`src/rtl/csc_pkg.sv`:
```
// ----------------------------------------------------------------------------
// csc_pkg
// Shared types and constants for the comment span scanner.
// ----------------------------------------------------------------------------
package csc_pkg;

    // counter widths
    localparam int LINE_BITS   = 20;
    localparam int COLUMN_BITS = 16;

    // packed output beat: line, column, length, zero fill to whole bytes
    localparam int SPAN_BITS   = LINE_BITS + 2 * COLUMN_BITS;
    localparam int TDATA_BITS  = ((SPAN_BITS + 7) / 8) * 8;

    // byte codes the scanner reacts to
    localparam logic [7:0] C_LF      = 8'h0A;
    localparam logic [7:0] C_CR      = 8'h0D;
    localparam logic [7:0] C_SLASH   = 8'h2F;
    localparam logic [7:0] C_STAR    = 8'h2A;
    localparam logic [7:0] C_DQUOTE  = 8'h22;
    localparam logic [7:0] C_SQUOTE  = 8'h27;
    localparam logic [7:0] C_BSLASH  = 8'h5C;

    // scanner mode
    typedef enum logic [3:0] {
        MODE_NORMAL,
        MODE_SLASH,
        MODE_LINE,
        MODE_BLOCK,
        MODE_BLOCK_STAR,
        MODE_DQ,
        MODE_DQ_ESC,
        MODE_SQ,
        MODE_SQ_ESC
    } t_mode;

    // full scanner state
    typedef struct packed {
        t_mode                  mode;
        logic                   cr_seen;
        logic [LINE_BITS-1:0]   cur_line;
        logic [COLUMN_BITS-1:0] cur_col;
        logic [LINE_BITS-1:0]   p_line;
        logic [COLUMN_BITS-1:0] p_col;
        logic [COLUMN_BITS-1:0] p_len;
    } t_state;

    // one reported comment piece
    typedef struct packed {
        logic [COLUMN_BITS-1:0] len;
        logic [COLUMN_BITS-1:0] col;
        logic [LINE_BITS-1:0]   line;
    } t_span;

    localparam t_state STATE_RESET = '{
        mode:     MODE_NORMAL,
        cr_seen:  1'b0,
        cur_line: '0,
        cur_col:  '0,
        p_line:   '0,
        p_col:    '0,
        p_len:    '0
    };

endpackage

```
`src/rtl/csc_step.sv`:
```
// ----------------------------------------------------------------------------
// csc_step
// Next-state and result logic of the scanner for one text byte.
// ----------------------------------------------------------------------------
module csc_step (
    input  csc_pkg::t_state i_state,
    input  logic [7:0]      i_byte,
    input  logic            i_last,
    output csc_pkg::t_state o_state,
    output logic            o_emit,
    output csc_pkg::t_span  o_span
);

    // saturating increments
    function automatic logic [csc_pkg::LINE_BITS-1:0] sat_line(
        input logic [csc_pkg::LINE_BITS-1:0] v
    );
        sat_line = (&v) ? v : v + 1'b1;
    endfunction

    function automatic logic [csc_pkg::COLUMN_BITS-1:0] sat_col(
        input logic [csc_pkg::COLUMN_BITS-1:0] v
    );
        sat_col = (&v) ? v : v + 1'b1;
    endfunction

    // plain text handling (caller sets the mode to normal first)
    function automatic csc_pkg::t_state do_normal(
        input csc_pkg::t_state s,
        input logic [7:0]      b
    );
        csc_pkg::t_state r;
        r = s;
        if (b == csc_pkg::C_LF || b == csc_pkg::C_CR) begin
            r.cur_line = sat_line(s.cur_line);
            r.cur_col  = '0;
            if (b == csc_pkg::C_CR) begin
                r.cr_seen = 1'b1;
            end
        end else if (b == csc_pkg::C_SLASH) begin
            r.p_line  = s.cur_line;
            r.p_col   = s.cur_col;
            r.cur_col = sat_col(s.cur_col);
            r.mode    = csc_pkg::MODE_SLASH;
        end else if (b == csc_pkg::C_DQUOTE) begin
            r.cur_col = sat_col(s.cur_col);
            r.mode    = csc_pkg::MODE_DQ;
        end else if (b == csc_pkg::C_SQUOTE) begin
            r.cur_col = sat_col(s.cur_col);
            r.mode    = csc_pkg::MODE_SQ;
        end else begin
            r.cur_col = sat_col(s.cur_col);
        end
        return r;
    endfunction

    // inside a block comment (caller sets the mode to block first)
    function automatic csc_pkg::t_state do_block(
        input csc_pkg::t_state s,
        input logic [7:0]      b
    );
        csc_pkg::t_state r;
        r = s;
        if (b == csc_pkg::C_LF || b == csc_pkg::C_CR) begin
            r.cur_line = sat_line(s.cur_line);
            r.cur_col  = '0;
            if (b == csc_pkg::C_CR) begin
                r.cr_seen = 1'b1;
            end
            r.p_line = r.cur_line;
            r.p_col  = '0;
            r.p_len  = '0;
        end else begin
            r.cur_col = sat_col(s.cur_col);
            r.p_len   = sat_col(s.p_len);
            if (b == csc_pkg::C_STAR) begin
                r.mode = csc_pkg::MODE_BLOCK_STAR;
            end
        end
        return r;
    endfunction

    // inside a quoted literal
    function automatic csc_pkg::t_state do_literal(
        input csc_pkg::t_state s,
        input logic [7:0]      b,
        input logic [7:0]      quote,
        input csc_pkg::t_mode  esc_mode
    );
        csc_pkg::t_state r;
        r = s;
        if (b == csc_pkg::C_LF) begin
            r.mode = csc_pkg::MODE_NORMAL;
            r      = do_normal(r, b);
        end else begin
            r.cur_col = sat_col(s.cur_col);
            if (b == quote) begin
                r.mode = csc_pkg::MODE_NORMAL;
            end else if (b == csc_pkg::C_BSLASH) begin
                r.mode = esc_mode;
            end
        end
        return r;
    endfunction

    csc_pkg::t_state w_s;
    csc_pkg::t_state w_n;
    logic            w_is_nl;
    logic            w_absorb;
    logic            w_emit;
    csc_pkg::t_span  w_span;

    assign w_is_nl  = (i_byte == csc_pkg::C_LF) || (i_byte == csc_pkg::C_CR);
    assign w_absorb = i_state.cr_seen && (i_byte == csc_pkg::C_LF) &&
                      (i_state.mode == csc_pkg::MODE_NORMAL ||
                       i_state.mode == csc_pkg::MODE_BLOCK);

    // per-mode byte handling
    always_comb begin
        w_s         = i_state;
        w_s.cr_seen = 1'b0;
        w_n         = w_s;
        w_emit      = 1'b0;
        w_span      = '{len: i_state.p_len, col: i_state.p_col, line: i_state.p_line};
        if (!w_absorb) begin
            unique case (w_s.mode)
                csc_pkg::MODE_SLASH: begin
                    if (i_byte == csc_pkg::C_SLASH || i_byte == csc_pkg::C_STAR) begin
                        w_n.cur_col = sat_col(w_s.cur_col);
                        w_n.p_len   = csc_pkg::COLUMN_BITS'(2);
                        w_n.mode    = (i_byte == csc_pkg::C_SLASH) ?
                                      csc_pkg::MODE_LINE : csc_pkg::MODE_BLOCK;
                    end else begin
                        w_n.mode = csc_pkg::MODE_NORMAL;
                        w_n      = do_normal(w_n, i_byte);
                    end
                end
                csc_pkg::MODE_LINE: begin
                    if (w_is_nl) begin
                        w_emit   = (w_s.p_len != '0);
                        w_n.mode = csc_pkg::MODE_NORMAL;
                        w_n      = do_normal(w_n, i_byte);
                    end else begin
                        w_n.cur_col = sat_col(w_s.cur_col);
                        w_n.p_len   = sat_col(w_s.p_len);
                    end
                end
                csc_pkg::MODE_BLOCK: begin
                    w_emit = w_is_nl && (w_s.p_len != '0);
                    w_n    = do_block(w_s, i_byte);
                end
                csc_pkg::MODE_BLOCK_STAR: begin
                    if (i_byte == csc_pkg::C_SLASH) begin
                        w_n.cur_col = sat_col(w_s.cur_col);
                        w_n.p_len   = sat_col(w_s.p_len);
                        w_n.mode    = csc_pkg::MODE_NORMAL;
                        w_emit      = (w_n.p_len != '0);
                        w_span.len  = w_n.p_len;
                    end else begin
                        w_emit   = w_is_nl && (w_s.p_len != '0);
                        w_n.mode = csc_pkg::MODE_BLOCK;
                        w_n      = do_block(w_n, i_byte);
                    end
                end
                csc_pkg::MODE_DQ: begin
                    w_n = do_literal(w_s, i_byte, csc_pkg::C_DQUOTE, csc_pkg::MODE_DQ_ESC);
                end
                csc_pkg::MODE_SQ: begin
                    w_n = do_literal(w_s, i_byte, csc_pkg::C_SQUOTE, csc_pkg::MODE_SQ_ESC);
                end
                csc_pkg::MODE_DQ_ESC: begin
                    w_n.cur_col = sat_col(w_s.cur_col);
                    w_n.mode    = csc_pkg::MODE_DQ;
                end
                csc_pkg::MODE_SQ_ESC: begin
                    w_n.cur_col = sat_col(w_s.cur_col);
                    w_n.mode    = csc_pkg::MODE_SQ;
                end
                default: begin
                    w_n.mode = csc_pkg::MODE_NORMAL;
                    w_n      = do_normal(w_n, i_byte);
                end
            endcase
        end
    end

    // end of text: flush an open line comment, then return to reset state
    always_comb begin
        o_emit  = w_emit;
        o_span  = w_span;
        o_state = w_n;
        if (i_last) begin
            if (w_n.mode == csc_pkg::MODE_LINE && !w_emit) begin
                o_emit = (w_n.p_len != '0);
                o_span = '{len: w_n.p_len, col: w_n.p_col, line: w_n.p_line};
            end
            o_state = csc_pkg::STATE_RESET;
        end
    end

endmodule

```
`src/rtl/comment_span_scanner.sv`:
```
// ----------------------------------------------------------------------------
// comment_span_scanner
// Streams source text byte by byte and reports line, column and length of
// every comment piece.
// ----------------------------------------------------------------------------
//  channel   | dir | tdata                         | tlast
//  ----------+-----+-------------------------------+----------------------
//  s_axis    | in  | [7:0] text byte               | last byte of the text
//  m_axis    | out | [19:0] line [35:20] column    | unused
//            |     | [51:36] length [55:52] zero   |
//
//  one byte a cycle unless a result stalls; a byte goes input register ->
//  scan logic -> result register, which drives m_axis.
//  reset returns the scanner to plain text at line 0, column 0 and empties
//  both registers. a stalled result holds the result register and the byte
//  behind it; input keeps flowing while the result is taken each cycle.
// ----------------------------------------------------------------------------
module comment_span_scanner (
    input  logic                           i_clk,
    input  logic                           i_rst_n,
    // input text stream
    input  logic                           i_s_axis_tvalid,
    output logic                           o_s_axis_tready,
    input  logic [7:0]                     i_s_axis_tdata,  // [7:0] text_byte
    input  logic                           i_s_axis_tlast,  // final_byte
    // comment piece stream
    output logic                           o_m_axis_tvalid,
    input  logic                           i_m_axis_tready,
    // [19:0] span_line, [35:20] span_column, [51:36] span_length, rest zero
    output logic [csc_pkg::TDATA_BITS-1:0] o_m_axis_tdata
);

    logic            r_in_valid;
    logic [7:0]      r_in_byte;
    logic            r_in_last;
    logic            r_out_valid;
    csc_pkg::t_span  r_out_span;
    csc_pkg::t_state r_state;

    csc_pkg::t_state w_next_state;
    logic            w_emit;
    csc_pkg::t_span  w_span;
    logic            w_out_free;
    logic            w_advance;

    // handshake
    assign w_out_free      = !r_out_valid || i_m_axis_tready;
    assign w_advance       = r_in_valid && w_out_free;
    assign o_s_axis_tready = !r_in_valid || w_out_free;

    // input register
    always_ff @(posedge i_clk) begin
        if (!i_rst_n) begin
            r_in_valid <= 1'b0;
        end else if (o_s_axis_tready) begin
            r_in_valid <= i_s_axis_tvalid;
        end
    end

    always_ff @(posedge i_clk) begin
        if (o_s_axis_tready && i_s_axis_tvalid) begin
            r_in_byte <= i_s_axis_tdata;
            r_in_last <= i_s_axis_tlast;
        end
    end

    // scan logic
    csc_step u_step (
        .i_state (r_state),
        .i_byte  (r_in_byte),
        .i_last  (r_in_last),
        .o_state (w_next_state),
        .o_emit  (w_emit),
        .o_span  (w_span)
    );

    // scanner state
    always_ff @(posedge i_clk) begin
        if (!i_rst_n) begin
            r_state <= csc_pkg::STATE_RESET;
        end else if (w_advance) begin
            r_state <= w_next_state;
        end
    end

    // result register
    always_ff @(posedge i_clk) begin
        if (!i_rst_n) begin
            r_out_valid <= 1'b0;
        end else if (w_out_free) begin
            r_out_valid <= w_advance && w_emit;
        end
    end

    always_ff @(posedge i_clk) begin
        if (w_advance && w_emit) begin
            r_out_span <= w_span;
        end
    end

    assign o_m_axis_tvalid = r_out_valid;
    assign o_m_axis_tdata  = csc_pkg::TDATA_BITS'(r_out_span);

endmodule

```
`config.mk`:
```
export PLATFORM = sky130hd
export DESIGN_NAME = comment_span_scanner
export DESIGN_NICKNAME = d
export VERILOG_FILES = /design/src/rtl/csc_pkg.sv /design/src/rtl/csc_step.sv /design/src/rtl/comment_span_scanner.sv
export SDC_FILE = /design/constraint.sdc
export NUM_CORES = 1
export LEC_CHECK = 0
export ABC_AREA = 1
export BUFFER_PORTS_ARGS = -buffer_cell sky130_fd_sc_hd__clkbuf_2
export CORE_MARGIN = 2
export CORE_UTILIZATION = 45
export DETAILED_ROUTE_END_ITERATION = 8
export GPL_TIMING_DRIVEN = 0
export PLACE_DENSITY = 0.6
export SKIP_CTS_REPAIR_TIMING = 1
export SLEW_MARGIN = 15
export SYNTH_ARGS = -nofsm -noshare
export SYNTH_HDL_FRONTEND = slang
export SYNTH_SLANG_ARGS = --single-unit
```
`constraint.sdc`:
```
create_clock -name i_clk -period 5.1 [get_ports i_clk]
set_clock_uncertainty 0.2 [all_clocks]
set_input_delay 0 -clock i_clk [delete_from_list [all_inputs] [get_ports i_clk]]
set_output_delay 0 -clock i_clk [all_outputs]
set_load 0.005 [all_outputs]
```
Word-level counts from Yosys, hierarchy flattened
Cells that the tools add are included.

cells by class
  $add $sub $neg = 3
  eq/ne operators = 22
  mux-type cells = 57
  reduce and logical (&&, ||, !) cells = 26

operator list
  kind                                                             count
  52-bit case mux with 6 select lines                              1
  16-bit two-way mux                                               13
  93-bit two-way mux                                               2
  36-bit two-way mux                                               5
  52-bit two-way mux                                               3
  21-bit case mux with 5 select lines                              1
  21-bit two-way mux                                               4
  16-bit case mux with 4 select lines                              1
  4-bit two-way mux                                                13
  16-bit nonzero test                                              3
  16-bit by 1-bit adder with 16-bit output, second input constant  2
  8-bit by 6-bit == test with 1-bit output, second input constant  4
  4-bit case mux with 8 select lines                               1
  16-bit AND reduction                                             2
  25-bit two-way mux                                               1
  20-bit by 1-bit adder with 20-bit output, second input constant  1
  20-bit two-way mux                                               1
  20-bit AND reduction                                             1
  4-bit by 3-bit == test with 1-bit output, second input constant  4
  8-bit by 4-bit == test with 1-bit output, second input constant  2
  4-bit by 2-bit == test with 1-bit output, second input constant  3
  3-bit two-way mux                                                3
  8-bit by 7-bit == test with 1-bit output, second input constant  1
  1-bit logical AND                                                7
  15 further kinds                                                 29

word-level totals
  register bits = 156
  bits of input ports = 13
  output and inout port bits = 58
  logic and storage cells = 122

Logic depth before layout (Yosys ltp)
  depth after elaboration = 13
  mapped depth = 19
  mapped depth without buffers = 18

By module
A second synthesis with hierarchy kept.

unflattened totals
  cells, all modules = 1,542
  area, all modules = 10,271.1 µm²

modules (own cells, without submodules)
  module                times used  cells an instance  area an instance (µm²)  seq. area each (µm²)
  comment_span_scanner  1           692                6,083.3                 3,733.6
  csc_step              1           850                4,187.8                 0.0

Worst setup path after synthesis
OpenSTA, ideal clock, no wires.

  kind = reg2reg
  start point = register r_state[0] (netlist name)
  end point = register r_out_span (netlist bit o_m_axis_tdata[0]) (enable)
  library setup time = 0.406 ns
  arrival = 2.930 ns
  required time = 4.494 ns
  slack = 1.564 ns
  cell stages (with the launch flop) = 19
  buffers on the path = 1
  clock period less this slack = 3.536 ns
  cells stage by stage = dfxtp_1 -> ha_1 -> nand2_1 -> nor2_1 -> nand2_1 -> nor2_2 -> inv_2 -> buf_2 -> nand2_1 -> nand2_1 -> nand2_1 -> nor2_1 -> nand2_1 -> nor2_1 -> nand2_1 -> nand2_1 -> nand2_1 -> nand2_1 -> inv_1

on the way
  longest elaborated chain between the ends = 11
  elaborated cells between the ends (all ways) = 23
  those cells by class = add/sub (1); mux (14); reduce/logical (8)

ends and longest elaborated chain
  element                                                                                  RTL line                    RTL
  start: declaration                                                                       comment_span_scanner.sv:38  csc_pkg::t_state r_state;
  start signal: assignment                                                                 comment_span_scanner.sv:80  r_state <= csc_pkg::STATE_RESET;
  start signal: assignment                                                                 comment_span_scanner.sv:82  r_state <= w_next_state;
  16-bit by 1-bit adder with 16-bit output / 16-bit AND reduction (equally long branches)  csc_step.sv:24              sat_col = (&v) ? v : v + 1'b1;
  16-bit two-way mux                                                                       csc_step.sv:24
  16-bit nonzero test                                                                      csc_step.sv:157             w_emit = (w_n.p_len != '0);
  1-bit two-way mux                                                                        csc_step.sv:153             if (i_byte == csc_pkg::C_SLASH) begin
  1-bit case mux with 3 select lines                                                       csc_step.sv:126             unique case (w_s.mode)
  1-bit two-way mux                                                                        csc_step.sv:125             if (!w_absorb) begin
  1-bit logical NOT                                                                        csc_step.sv:193             if (w_n.mode == csc_pkg::MODE_LINE && !w_emit) begin
  1-bit logical AND                                                                        csc_step.sv:193
  1-bit two-way mux                                                                        csc_step.sv:193
  1-bit two-way mux (*)                                                                    csc_step.sv:192             if (i_last) begin
  1-bit logical AND (*)                                                                    comment_span_scanner.sv:96  if (w_advance && w_emit) begin
  end signal: assignment                                                                   comment_span_scanner.sv:97  r_out_span <= w_span;
  end: declaration                                                                         comment_span_scanner.sv:37  csc_pkg::t_span r_out_span;

Every way passes the cells marked *; elsewhere a longest branch is shown, timed or not. The select of a mux whose other input is x is not followed.
A chain may end at the register's enable or synchronous reset.

Worst setup path after layout
  start point = register r_in_byte[6]
  end point = register r_out_span (netlist bit o_m_axis_tdata[15]) (enable)

on the way
  longest elaborated chain between the ends = 13
  elaborated cells between the ends (all ways) = 48
  those cells by class = eq/ne (8); mux (31); reduce/logical (9)

ends and longest elaborated chain
  element                                      RTL line                         RTL
  start: declaration                           comment_span_scanner.sv:34       logic [7:0] r_in_byte;
  start signal: assignment                     comment_span_scanner.sv:62       r_in_byte <= i_s_axis_tdata;
  8-bit by 6-bit == test with 1-bit output     csc_step.sv:48, csc_step.sv:97
  3-bit two-way mux                            csc_step.sv:48                   end else if (b == csc_pkg::C_SQUOTE) begin
  4-bit two-way mux                            csc_step.sv:45                   end else if (b == csc_pkg::C_DQUOTE) begin
  4-bit two-way mux                            csc_step.sv:40                   end else if (b == csc_pkg::C_SLASH) begin
  4-bit two-way mux                            csc_step.sv:34                   if (b == csc_pkg::C_LF || b == csc_pkg::C_CR) begin
  4-bit two-way mux, on equally long branches  csc_step.sv:92, csc_step.sv:128
  4-bit case mux with 8 select lines           csc_step.sv:126
  93-bit two-way mux                           csc_step.sv:125
  4-bit by 2-bit == test with 1-bit output     csc_step.sv:193
  1-bit logical AND                            csc_step.sv:193
  1-bit two-way mux                            csc_step.sv:193
  1-bit two-way mux (*)                        csc_step.sv:192
  1-bit logical AND (*)                        comment_span_scanner.sv:96

Marked as above.

==> impl_results.md <==
- Ys Warns: 0
- Deepest clock path buffer count: 2
- EDFF count, synth: 61
- Initial core utilization: 0.460
- Max Slew Vio Count: 0
- Synth Register Bits: 156
- Clk_lat worst skew: 0.44 ns
- # DRC: 0
- Initial antenna violation count: 0
- Die width: 148 µm
- Total die area: 0.0219 mm²
- Worst-path fanout max: 37
- # H-tree levels: 4
- DR vias: 9427
- IO Pins: 71
- Crit path DAT: 3.85 ns
- Mapped Cells: 1366
- Final setup violation count: 0
- Nets@finish: 1486
- CTS Sinks: 156
- Dpl hpwl: 21500 µm
- P&R area growth vs syn: 15.4%
- Lkg Pwr: 4.09 nW
- Post-synth ARST share: 0
- Clk slew on worst S/H paths: 0.07 ns
- Reg-to-reg startpoint: r_in_byte[6]
- Avg WL per Cell: 16.5 µm
- Port Buffer Count: 66
- DR iter-0 viols: 902
- Measured slew at the worst slew-check pin: 1.01 ns
- Grt ovf: 0
- Hold Vio Cnt, Final: 0
- # diodes: 0
- Min Tclk post-route: 3.93 ns
- CP endpoint kind: register
- Type of origin of the critical path: register
- Final Wtd Congestion: 0.940
- Vias in the first global route: 8592
- Synth top cells by count: nand2_1, inv_1, nor2_1, a21oi_1, o21ai_0
- Drt total wl: 29000 µm
- Share of cells above drive strength 1: 0.104
- Post-synthesis sequential area ratio: 0.400
- Largest area contributor in the netlist: dfxtp_1
- Synth top area cells: dfxtp_1, edfxtp_1, nand2_1, a21oi_1, inv_1
- Synth top area share: 0.204
- Ys flop type: dfxtp_1
- Pwr dens: 250 mW/mm²
- Die Ht: 148 µm
- Mean post-synth cell area: 6.83 µm²
- Period utilisation layout: 0.770
- Row count: 52
- First-pass GRT wire length: 46400 µm
- Status: finished, final reports clean
- Initial DRT Pass Iterations: 6
- Core area: 0.0203 mm²
- Max-cap violations: 0
- Peak VDD IR: 256 µV
- Hold Startpoint: i_s_axis_tdata[3]
- Synth cell types: 47
- Total Power: 2.69 mW
- CP Data Required Time: 5.03 ns
- TritonCTS Buffers: 17
- CTS tree: built
- Largest net degree at the start of global routing: 38
- Post-Synthesis Cell Area: 0.00933 mm²
- Via density: 5.38
- ANT nets after route: 0
- CP startpoint: r_in_byte[6]
- Fmax achieved: 0.255 GHz
- Setup TNS: 0 ns
- All-layer global routing usage: 0.268
- Top-count cell post-synth: nand2_1
- Kind of critical path: reg -> reg
- Root buf cell: clkbuf_16
- Worst relative slew slack: 0.323
- RSZ-0062 raised after global routing: no
- Type of the most critical hold path: in -> reg
==> report_power, final <==
group          internal, mW  total, mW  switching (mW)
registers              1.29       1.30         0.00596
clock network         0.681       1.28           0.604
logic                0.0288      0.105          0.0757
==> final timing paths <==
kind	to	slack (ns)	cells past startpoint
setup / recovery	o_m_axis_tdata[15]	1.17	18
hold / removal	r_in_byte[3]	0.07	2
setup reg to reg	o_m_axis_tdata[15]	1.17	18
hold reg to reg	r_state[27]	0.28	2
==> flip-flops by register name, indices dropped and copies added (netlist names) <==
signal	flops
r_in_last	1
o_m_axis_tdata	52
r_in_valid	1
r_in_byte	8
o_m_axis_tvalid	1
r_state	93
==> placed cells by master (no fill, tap or decap), types with 35 or more instances in the layout <==
master / instances
clkbuf_2: 68
nor2_1: 125
a31oi_1: 35
a21oi_1: 103
clkbuf_1: 72
nand2_1: 387
edfxtp_1: 61
dfxtp_1: 95
inv_1: 133
nand3_1: 64
o21ai_0: 98
==> kinds of logic after synthesis <==
logic type	count (synthesis)	share of synthesized area
and+or+nand+nor	638	0.284
AOI/OAI and AO/OA	302	0.184
buffers and inverters	241	0.104
DFF	156	0.400
xor gates and xnor gates	24	0.0225
adders and majority gates	4	0.00536
other	1	0.000402
==> stage by stage <==
stage                     cell area, µm²  instances  hold WS (ns)  setup slack (ns)  utilization
after global routing               10800       1752        0.0827             0.802        0.531
final                              10800       1752        0.0736              1.17        0.531
after global placement             10000       1705       -0.0223             0.233        0.493
after CTS                          10600       1738        -0.474              1.18        0.524
after detailed placement           10000       1706       -0.0209              1.20        0.494
after floorplan                     9340       1369        -0.101              1.56            -
==> worst max-delay path, cell delays in order (launching register included) <==
cell and delay [ns]:
edfxtp_1 0.36, inv_1 0.09, nand2_1 0.08, nor2_1 0.23, nand2_1 0.21, nand2_1 0.24, nand2_1 0.30, nand3_2 0.32
nor2_4 0.10, o21ai_0 0.35, nor2_1 0.08, nand2_1 0.10, nor2_1 0.07, nand2_1 0.07, nand2_1 0.05, nand2_1 0.05
nand2_1 0.07, inv_2 0.33, buf_12 0.27
==> layout make-up <==
type	instances	area, µm²
inverter	143	537
clock inverter	14	146
timing repair buffer	81	490
multi-input combinational	972	4640
sequential	156	3730
clock buffer	18	450
fill	2081	9530
tap	270	338
buffer	98	430
==> metal layers <==
layer | up-vias | GRT usage | part of all wire
met2 | 307 | 0.437 | 0.46
met4 | 0 | 0.0733 | 0.016
met5 | - | 0 | 0
met3 | 34 | 0.0404 | 0.057
li1 | 4729 | - | -
met1 | 4357 | 0.373 | 0.46
Power figures use the tool's default switching activity.
